<file path="config.mk">
export PLATFORM = sky130hd
export DESIGN_NAME = block_serializer_with_count_filter_top
export DESIGN_NICKNAME = d
export VERILOG_FILES = /design/src/sv/bscf_pkg.sv /design/src/sv/block_serializer_with_count_filter_top.sv /design/src/sv/bscf_front.sv /design/src/sv/bscf_queue.sv /design/src/sv/bscf_back.sv
export SDC_FILE = /design/constraint.sdc
export NUM_CORES = 1
export LEC_CHECK = 0
export BUFFER_PORTS_ARGS = -buffer_cell sky130_fd_sc_hd__buf_2
export CAP_MARGIN = 20
export CORE_AREA = 2 2 188 190
export CTS_BUF_LIST = sky130_fd_sc_hd__clkbuf_4
export CTS_CLUSTER_DIAMETER = 30
export CTS_CLUSTER_SIZE = 10
export DETAILED_ROUTE_END_ITERATION = 7
export DIE_AREA = 0 0 190 192
export PLACE_DENSITY = 0.65
export SLEW_MARGIN = 10
export SYNTH_ARGS = -nofsm -noshare
export SYNTH_HDL_FRONTEND = slang
export SYNTH_SLANG_ARGS = --single-unit
</file>
<file path="constraint.sdc">
create_clock -name i_clk -period 15.3 [get_ports i_clk]
set_clock_uncertainty 0.2 [all_clocks]
set_input_delay 0.765 -clock i_clk [delete_from_list [all_inputs] [get_ports i_clk]]
set_output_delay 0.765 -clock i_clk [all_outputs]
set_load 0.01 [all_outputs]
</file>
<file path="src/sv/bscf_pkg.sv">
// Package with the shared constants, types and register codes of the block serializer.
`timescale 1ns / 1ps

package bscf_pkg;

    localparam int ITEMS_PER_BLOCK = 8;
    localparam int ITEM_WIDTH      = 8;
    localparam int CHANNEL_STEP    = 4;

    localparam int BLOCK_W = 64;
    localparam int OUT_W   = 8;
    localparam int CNT_W   = $clog2(ITEMS_PER_BLOCK + 1);
    localparam int CFG_W   = 16;
    localparam int CFG_IDX_W = 3;

    localparam logic [BLOCK_W-1:0] ITEM_MASK =
        (ITEM_WIDTH >= BLOCK_W) ? {BLOCK_W{1'b1}} : ((BLOCK_W'(1) << ITEM_WIDTH) - BLOCK_W'(1));

    localparam logic [12:0] BPG_MAX     = 13'd4096;
    localparam logic [10:0] GC_MAX      = 11'd1024;
    localparam logic [10:0] CHANNEL_MAX = 11'd2047;

    typedef enum logic [CFG_IDX_W-1:0] {
        CFG_PIXEL_BUDGET     = 3'd0,
        CFG_BLOCKS_PER_GROUP = 3'd1,
        CFG_GROUP_COUNT      = 3'd2,
        CFG_FIRST_CHANNEL    = 3'd3,
        CFG_CHANNEL_LIMIT    = 3'd4,
        CFG_ENABLED          = 3'd5
    } t_cfg_idx;

    typedef struct packed {
        logic [BLOCK_W-1:0] data;
        logic [CNT_W-1:0]   count;
    } t_entry;

endpackage

</file>
<file path="src/sv/block_serializer_with_count_filter_top.sv">
// The first item of an accepted slot is registered in the two-entry queue and then in the output register.
// One result per cycle while the output is not stalled; a slot's items leave one after another
// from the single unpacking register, which takes the next slot only when its last item is out.
// Slots of one item or none are accepted every cycle via the two-entry queue unless output stalls.
// Reset is synchronous, active low; it resets the configuration, the group state, the queue and the output valid.
`timescale 1ns / 1ps

module block_serializer_with_count_filter_top import bscf_pkg::*; (
    input  logic                 i_clk,
    input  logic                 i_rst_n,
    input  logic                 i_cfg_we,
    input  logic [CFG_IDX_W-1:0] i_cfg_index,
    input  logic [CFG_W-1:0]     i_cfg_data,
    input  logic                 i_valid,
    output logic                 o_stall,
    input  logic [BLOCK_W-1:0]   i_block_data,
    output logic                 o_valid,
    input  logic                 i_stall,
    output logic [OUT_W-1:0]     o_item,
    output logic                 o_last_of_slot
);

    logic   accept;
    logic   push;
    t_entry push_entry;
    logic   q_full;
    logic   q_valid;
    t_entry q_entry;
    logic   pop;

    assign o_stall = q_full;
    assign accept  = i_valid && !q_full;

    bscf_front u_front (
        .i_clk        (i_clk),
        .i_rst_n      (i_rst_n),
        .i_cfg_we     (i_cfg_we),
        .i_cfg_index  (i_cfg_index),
        .i_cfg_data   (i_cfg_data),
        .i_accept     (accept),
        .i_block_data (i_block_data),
        .o_push       (push),
        .o_entry      (push_entry)
    );

    bscf_queue u_queue (
        .i_clk   (i_clk),
        .i_rst_n (i_rst_n),
        .i_push  (push),
        .i_entry (push_entry),
        .i_pop   (pop),
        .o_full  (q_full),
        .o_valid (q_valid),
        .o_entry (q_entry)
    );

    bscf_back u_back (
        .i_clk          (i_clk),
        .i_rst_n        (i_rst_n),
        .i_q_valid      (q_valid),
        .i_q_entry      (q_entry),
        .o_pop          (pop),
        .i_stall        (i_stall),
        .o_valid        (o_valid),
        .o_item         (o_item),
        .o_last_of_slot (o_last_of_slot)
    );

endmodule

</file>
<file path="src/sv/bscf_front.sv">
// Front end: configuration registers, group bookkeeping and slot classification.
`timescale 1ns / 1ps

module bscf_front import bscf_pkg::*; (
    input  logic                 i_clk,
    input  logic                 i_rst_n,
    input  logic                 i_cfg_we,
    input  logic [CFG_IDX_W-1:0] i_cfg_index,
    input  logic [CFG_W-1:0]     i_cfg_data,
    input  logic                 i_accept,
    input  logic [BLOCK_W-1:0]   i_block_data,
    output logic                 o_push,
    output t_entry               o_entry
);

    logic [15:0] r_pixel_budget;
    logic [12:0] r_blocks_per_group;
    logic [10:0] r_group_count;
    logic [9:0]  r_first_channel;
    logic [10:0] r_channel_limit;
    logic        r_enabled;

    logic [11:0] r_block_position, n_block_position;
    logic [15:0] r_budget_left, n_budget_left;
    logic [10:0] r_channel_index, n_channel_index;
    logic [9:0]  r_groups_done, n_groups_done;

    logic              start_group;
    logic [10:0]       cur_channel;
    logic [15:0]       cur_budget;
    logic [CNT_W-1:0]  num_items;
    logic [12:0]       bpg;
    logic [10:0]       gc;
    logic [11:0]       stepped;

    always_ff @(posedge i_clk) begin
        if (!i_rst_n) begin
            r_pixel_budget     <= '0;
            r_blocks_per_group <= 13'd1;
            r_group_count      <= 11'd1;
            r_first_channel    <= '0;
            r_channel_limit    <= '0;
            r_enabled          <= 1'b0;
        end else if (i_cfg_we) begin
            case (t_cfg_idx'(i_cfg_index))
                CFG_PIXEL_BUDGET:     r_pixel_budget     <= i_cfg_data;
                CFG_BLOCKS_PER_GROUP: r_blocks_per_group <= i_cfg_data[12:0];
                CFG_GROUP_COUNT:      r_group_count      <= i_cfg_data[10:0];
                CFG_FIRST_CHANNEL:    r_first_channel    <= i_cfg_data[9:0];
                CFG_CHANNEL_LIMIT:    r_channel_limit    <= i_cfg_data[10:0];
                CFG_ENABLED:          r_enabled          <= i_cfg_data[0];
                default: ;
            endcase
        end
    end

    always_comb begin
        start_group = (r_block_position == '0);
        cur_channel = (start_group && r_groups_done == '0) ? 11'(r_first_channel)
                                                           : r_channel_index;
        cur_budget  = start_group ? r_pixel_budget : r_budget_left;
        num_items   = (cur_budget >= 16'(ITEMS_PER_BLOCK)) ? CNT_W'(ITEMS_PER_BLOCK)
                                                           : cur_budget[CNT_W-1:0];

        bpg = (r_blocks_per_group == '0) ? 13'd1 :
              (r_blocks_per_group > BPG_MAX) ? BPG_MAX : r_blocks_per_group;
        gc  = (r_group_count == '0) ? 11'd1 :
              (r_group_count > GC_MAX) ? GC_MAX : r_group_count;
        stepped = 12'(cur_channel) + 12'(CHANNEL_STEP);

        n_budget_left    = cur_budget - 16'(num_items);
        n_block_position = r_block_position + 12'd1;
        n_channel_index  = cur_channel;
        n_groups_done    = r_groups_done;
        if (13'(r_block_position) + 13'd1 >= bpg) begin
            n_block_position = '0;
            n_channel_index  = (stepped > 12'(CHANNEL_MAX)) ? CHANNEL_MAX : stepped[10:0];
            if (11'(r_groups_done) + 11'd1 >= gc) begin
                n_groups_done   = '0;
                n_channel_index = 11'(r_first_channel);
            end else begin
                n_groups_done = r_groups_done + 10'd1;
            end
        end
    end

    always_ff @(posedge i_clk) begin
        if (!i_rst_n) begin
            r_block_position <= '0;
            r_budget_left    <= '0;
            r_channel_index  <= '0;
            r_groups_done    <= '0;
        end else if (i_accept && r_enabled) begin
            r_block_position <= n_block_position;
            r_budget_left    <= n_budget_left;
            r_channel_index  <= n_channel_index;
            r_groups_done    <= n_groups_done;
        end
    end

    assign o_push        = i_accept && r_enabled && (num_items != '0);
    assign o_entry.data  = (cur_channel < r_channel_limit) ? i_block_data : '0;
    assign o_entry.count = num_items;

`ifndef NO_ASSERTIONS
    a_position_range: assert property (@(posedge i_clk) disable iff (!i_rst_n)
        13'(r_block_position) < BPG_MAX)
        else $error("Block position left the group range.");
`endif

endmodule

</file>
<file path="src/sv/bscf_queue.sv">
// Two-entry queue that decouples slot classification from item emission.
`timescale 1ns / 1ps

module bscf_queue import bscf_pkg::*; (
    input  logic   i_clk,
    input  logic   i_rst_n,
    input  logic   i_push,
    input  t_entry i_entry,
    input  logic   i_pop,
    output logic   o_full,
    output logic   o_valid,
    output t_entry o_entry
);

    t_entry     r_mem [2];
    logic       r_wp;
    logic       r_rp;
    logic [1:0] r_cnt;
    logic       do_push;
    logic       do_pop;

    assign o_full  = (r_cnt == 2'd2);
    assign o_valid = (r_cnt != 2'd0);
    assign o_entry = r_mem[r_rp];
    assign do_push = i_push && !o_full;
    assign do_pop  = i_pop && o_valid;

    always_ff @(posedge i_clk) begin
        if (do_push) begin
            r_mem[r_wp] <= i_entry;
        end
    end

    always_ff @(posedge i_clk) begin
        if (!i_rst_n) begin
            r_wp  <= 1'b0;
            r_rp  <= 1'b0;
            r_cnt <= '0;
        end else begin
            if (do_push) begin
                r_wp <= ~r_wp;
            end
            if (do_pop) begin
                r_rp <= ~r_rp;
            end
            r_cnt <= r_cnt + 2'(do_push) - 2'(do_pop);
        end
    end

`ifndef NO_ASSERTIONS
    a_no_push_when_full: assert property (@(posedge i_clk) disable iff (!i_rst_n)
        i_push |-> !o_full)
        else $error("Item pushed into a full queue.");
    a_count_range: assert property (@(posedge i_clk) disable iff (!i_rst_n)
        r_cnt != 2'd3)
        else $error("Queue count out of range.");
    a_pointers_match: assert property (@(posedge i_clk) disable iff (!i_rst_n)
        (r_cnt == 2'd0 || r_cnt == 2'd2) |-> (r_wp == r_rp))
        else $error("Queue pointers disagree with the count.");
`endif

endmodule

</file>
<file path="src/sv/bscf_back.sv">
// Back end: unpacks queued blocks into items, one per cycle while not stalled, into an output register.
`timescale 1ns / 1ps

module bscf_back import bscf_pkg::*; (
    input  logic             i_clk,
    input  logic             i_rst_n,
    input  logic             i_q_valid,
    input  t_entry           i_q_entry,
    output logic             o_pop,
    input  logic             i_stall,
    output logic             o_valid,
    output logic [OUT_W-1:0] o_item,
    output logic             o_last_of_slot
);

    logic [BLOCK_W-1:0] r_data;
    logic [CNT_W-1:0]   r_left;
    logic               r_ovalid;
    logic [OUT_W-1:0]   r_item;
    logic               r_last;
    logic               advance;

    assign advance = !r_ovalid || !i_stall;
    assign o_pop   = advance && (r_left == '0) && i_q_valid;

    always_ff @(posedge i_clk) begin
        if (!i_rst_n) begin
            r_left   <= '0;
            r_ovalid <= 1'b0;
        end else if (advance) begin
            if (r_left != '0) begin
                r_left   <= r_left - CNT_W'(1);
                r_ovalid <= 1'b1;
            end else if (i_q_valid) begin
                r_left   <= i_q_entry.count - CNT_W'(1);
                r_ovalid <= 1'b1;
            end else begin
                r_ovalid <= 1'b0;
            end
        end
    end

    always_ff @(posedge i_clk) begin
        if (advance) begin
            if (r_left != '0) begin
                r_item <= OUT_W'(r_data & ITEM_MASK);
                r_last <= (r_left == CNT_W'(1));
                r_data <= r_data >> ITEM_WIDTH;
            end else if (i_q_valid) begin
                r_item <= OUT_W'(i_q_entry.data & ITEM_MASK);
                r_last <= (i_q_entry.count == CNT_W'(1));
                r_data <= i_q_entry.data >> ITEM_WIDTH;
            end
        end
    end

    assign o_valid        = r_ovalid;
    assign o_item         = r_item;
    assign o_last_of_slot = r_last;

`ifndef NO_ASSERTIONS
    a_pending_has_output: assert property (@(posedge i_clk) disable iff (!i_rst_n)
        (r_left != '0) |-> r_ovalid)
        else $error("Items pending without a valid output.");
    a_left_range: assert property (@(posedge i_clk) disable iff (!i_rst_n)
        r_left < CNT_W'(ITEMS_PER_BLOCK))
        else $error("Pending item count out of range.");
`endif

endmodule

</file>
==> results.json <==
{
  "status": "completed",
  "synthMuxAreaShare_pct": 6.11,
  "worstSetupPathType": "flop to flop",
  "drc": 0,
  "vias": 11100,
  "synthAdderAreaFrac_pct": 3.85,
  "yosysMostFrequentCell": "nand2_1",
  "synth_common_cells": "nand2_1 (287), edfxtp_1 (201), dfxtp_1 (121), a21oi_1 (104), o21ai_0 (100)",
  "slew_headroom_pct": 26.5,
  "clock-sinks": 322,
  "grt_setup_unrepaired": "no",
  "fmax_mhz": 194,
  "share_seq_of_total_power_pct": 46.9,
  "drt_pass1_iterations": 5,
  "htree_levels": 3,
  "grt_max_degree": 113,
  "syn_area_per_cell_um2": 10.3,
  "synthArstFlopShare_pct": 0,
  "ioPinCount": 99,
  "grt.overflow.total": 0,
  "dieArea_um2": 36500,
  "syn-cell-area_um2": 15000,
  "grtUsageTotal_pct": 18.9,
  "hold_path_class": "input pin to flop",
  "start_util_pct": 43.6,
  "synth_flop_cell": "edfxtp_1",
  "yosysTopAreaCell": "edfxtp_1",
  "cts_tree": "built",
  "num-fill-cells": 3174,
  "viasPerCell": 5.35,
  "synth.distinct_cells": 75,
  "drv_cap": 0,
  "setup-violations-final": 0,
  "cts_root_buf": "clkbuf_4",
  "hold_path_end": "u_front.r_pixel_budget[13]",
  "irDropWorstVdd_v": 0.0000865,
  "synth_cells": 1451,
  "cts_made_buffers": 73,
  "cp_data_required_time_ns": 15.64,
  "holdCritStartpoint": "i_cfg_data[13]",
  "yosys.area.top_type_share_pct": 40.4,
  "grt_pass1_wl_um": 54900,
  "power.switching_mw": 0.770,
  "synth-edff-count": 201,
  "synth_xor_area_share_pct": 1.41,
  "hold_depth": 3,
  "clk_latency_ns": 0.70,
  "area_growth_pct": 14.1,
  "gp_congestion": 0.825,
  "dpl_worst_slack_ns": 10.23,
  "post-cts-setup-buffers": 0,
  "grt_pass1_vias": 10600,
  "port_buffers": 98,
  "postSynthNetCount": 1585,
  "fin_ws_ns": 10.16,
  "r2r_end": "u_queue.r_mem[1][37]",
  "nets": 1698,
  "coreArea_um2": 34300,
  "crit_arrival_ns": 5.49,
  "power.internal_mw": 1.72,
  "yosys.area_share.simple_pct": 17.6,
  "setup_tns_ns": 0,
  "cp-start-kind": "flop",
  "final-seq-area_um2": 8460,
  "path_clk_slew_ns": 0.09,
  "cp-end-kind": "flop",
  "rows": 68,
  "holdWs_ns": 0.118,
  "die_x_um": 190,
  "critical_path.max_fanout": 64,
  "hpwl_um": 22100,
  "fin_cells": 2079,
  "antenna_found_initial": 1,
  "drv_slew": 0,
  "synth_compound_area_share_pct": 11.7,
  "p_leak_nw": 6.19,
  "multi_input_area_um2": 6120,
  "p_clk_share_pct": 33.7,
  "ctsResizeCount": 0,
  "yosysSeqAreaShare_pct": 56.6,
  "ys_seq_elements": 322,
  "chipHeight_um": 192,
  "fin_crit_ns": 5.14,
  "drt.antenna.violating_nets": 0,
  "power_frac_comb_pct": 19.4,
  "reg2reg_slack_ns": 10.16,
  "drt_iter0_drc": 835,
  "synthTopCellsByArea": "edfxtp_1 (40%), dfxtp_1 (16%), nand2_1 (7.2%), mux2i_1 (5.8%), ha_1 (3.8%)",
  "r2r_start": "u_front.r_block_position[0]",
  "ys_warn_count": 0,
  "drt-total-wl_um": 34600,
  "total_power_mw": 2.49,
  "detail_route.wl_per_cell_um": 16.6,
  "synth_top_family_by_area": "simple AND/OR/NAND/NOR gates",
  "hold_viol": 0,
  "power.density_nw_per_um2": 146,
  "tightest_slew_ns": 1.10,
  "r2r_cells": 17,
  "fin_crit_sh_pct": 33.6,
  "swShare_pct": 30.9,
  "dp.cells": 1944,
  "cts.path.max_buffers": 3,
  "drive_gt1_share_pct": 16.2,
  "holdBufCountCts": 0
}
## kinds of logic (layout without fill, tap and decap cells)
family	after synthesis	in the layout
and+or+nand+nor	569	569
DFF	322	322
AOI/OAI and AO/OA	293	293
buffers and inverters	106	277
muxes	90	90
adders and majority gates	46	46
xor gates and xnor gates	24	24
other	1	3
## cell type report
class,instances,share of cell area [%]
diodes,2,0.0293
clock buffers,75,3.30
clock inverters,58,3.68
inverters,33,0.726
multi-input cells,1023,35.9
flip-flops and latches,322,49.6
well taps,455,3.34
repair buffers,111,3.45
## power groups by stage
stage	Combinational, mW	Clock (mW)	Sequential (mW)
floorplan	0.333	0	1.19
global placement	0.483	0	1.19
detailed placement	0.492	0	1.19
CTS	0.495	0.860	1.17
global route	0.553	0.901	1.18
finish	0.484	0.839	1.17
## sequential cells by signal (all words and copies together) (netlist names), 8 cells and up, named ones only
register and count:
u_front.r_first_channel 10, u_back.r_data 56, u_back.o_item 8, u_front.r_groups_done 10, u_front.r_budget_left 16, u_front.r_blocks_per_group 13
u_front.r_pixel_budget 16, u_front.r_group_count 11, u_front.r_channel_index 11, u_queue.r_mem 136, u_front.r_block_position 12, u_front.r_channel_limit 11
## critical path: stages, from the launching register on
cell	delay, ns
dfxtp_1	0.37
inv_1	0.08
ha_1	0.17
nor4b_2	0.25
and3_1	0.54
nand2_1	0.58
mux2i_1	0.35
inv_1	0.09
ha_1	0.30
a21o_1	0.16
a21o_1	0.17
a21o_1	0.17
a21o_1	0.16
a21oi_1	0.14
nor2_1	0.09
a2111oi_4	0.34
buf_4	0.56
and2_1	0.25
## layout by cell type (no fill, tap or decap), types with 6 or more instances in the layout
cell type | Yosys | layout
a21oi_1 | 104 | 104
clkinvlp_4 | 0 | 14
buf_2 | 2 | 98
a31oi_1 | 16 | 16
clkinv_1 | 1 | 7
and2_1 | 71 | 70
o21ai_0 | 100 | 100
buf_4 | 0 | 13
xor2_1 | 11 | 11
nand2b_1 | 7 | 7
xnor2_1 | 13 | 13
a32o_1 | 8 | 8
nor3_1 | 22 | 22
nor4_1 | 10 | 10
clkbuf_4 | 0 | 75
a21o_1 | 7 | 7
nand3b_1 | 6 | 6
dfxtp_1 | 121 | 120
nand2_1 | 287 | 286
bufinv_16 | 0 | 11
and3_1 | 19 | 19
nor2b_1 | 11 | 10
clkinv_2 | 0 | 15
clkinv_4 | 0 | 6
nor2_1 | 76 | 76
ha_1 | 46 | 46
inv_1 | 30 | 30
mux2i_1 | 86 | 86
nand3_1 | 36 | 36
edfxtp_1 | 201 | 201
## per-layer routing
layer | part of all wire [%] | GRT usage [%] | routed length, um | vias to the layer above
li1 | - | - | - | 5476
met1 | 44 | 25.8 | 15300 | 5265
met2 | 47 | 30.2 | 16400 | 315
met3 | 6.2 | 3.45 | 2150 | 62
met4 | 2.1 | 6.92 | 723 | 0
met5 | 0 | 0 | 0 | -
## per-stage QoR
stage	cell area [um2]	util, %
CTS	17100	49.8
finish	17100	49.8
global route	17100	49.8
detailed placement	15900	46.3
floorplan	15000	-
global placement	15900	46.3
## how the worst max path moves through the flow
stage | endpoint | slack [ns] | start
after floorplan | u_queue.r_mem[0][0] | 9.69 | u_front.r_block_position[0]
after global placement | u_queue.r_mem[0][30] | 10.28 | u_front.r_block_position[0]
after detailed placement | u_queue.r_mem[0][41] | 10.23 | u_front.r_block_position[0]
after CTS | u_queue.r_mem[1][15] | 10.18 | u_front.r_block_position[0]
after global routing | u_queue.r_mem[0][37] | 9.78 | u_front.r_block_position[0]
final | u_queue.r_mem[1][37] | 10.16 | u_front.r_block_position[0]
No activity file was read; power rests on OpenSTA's default activity.
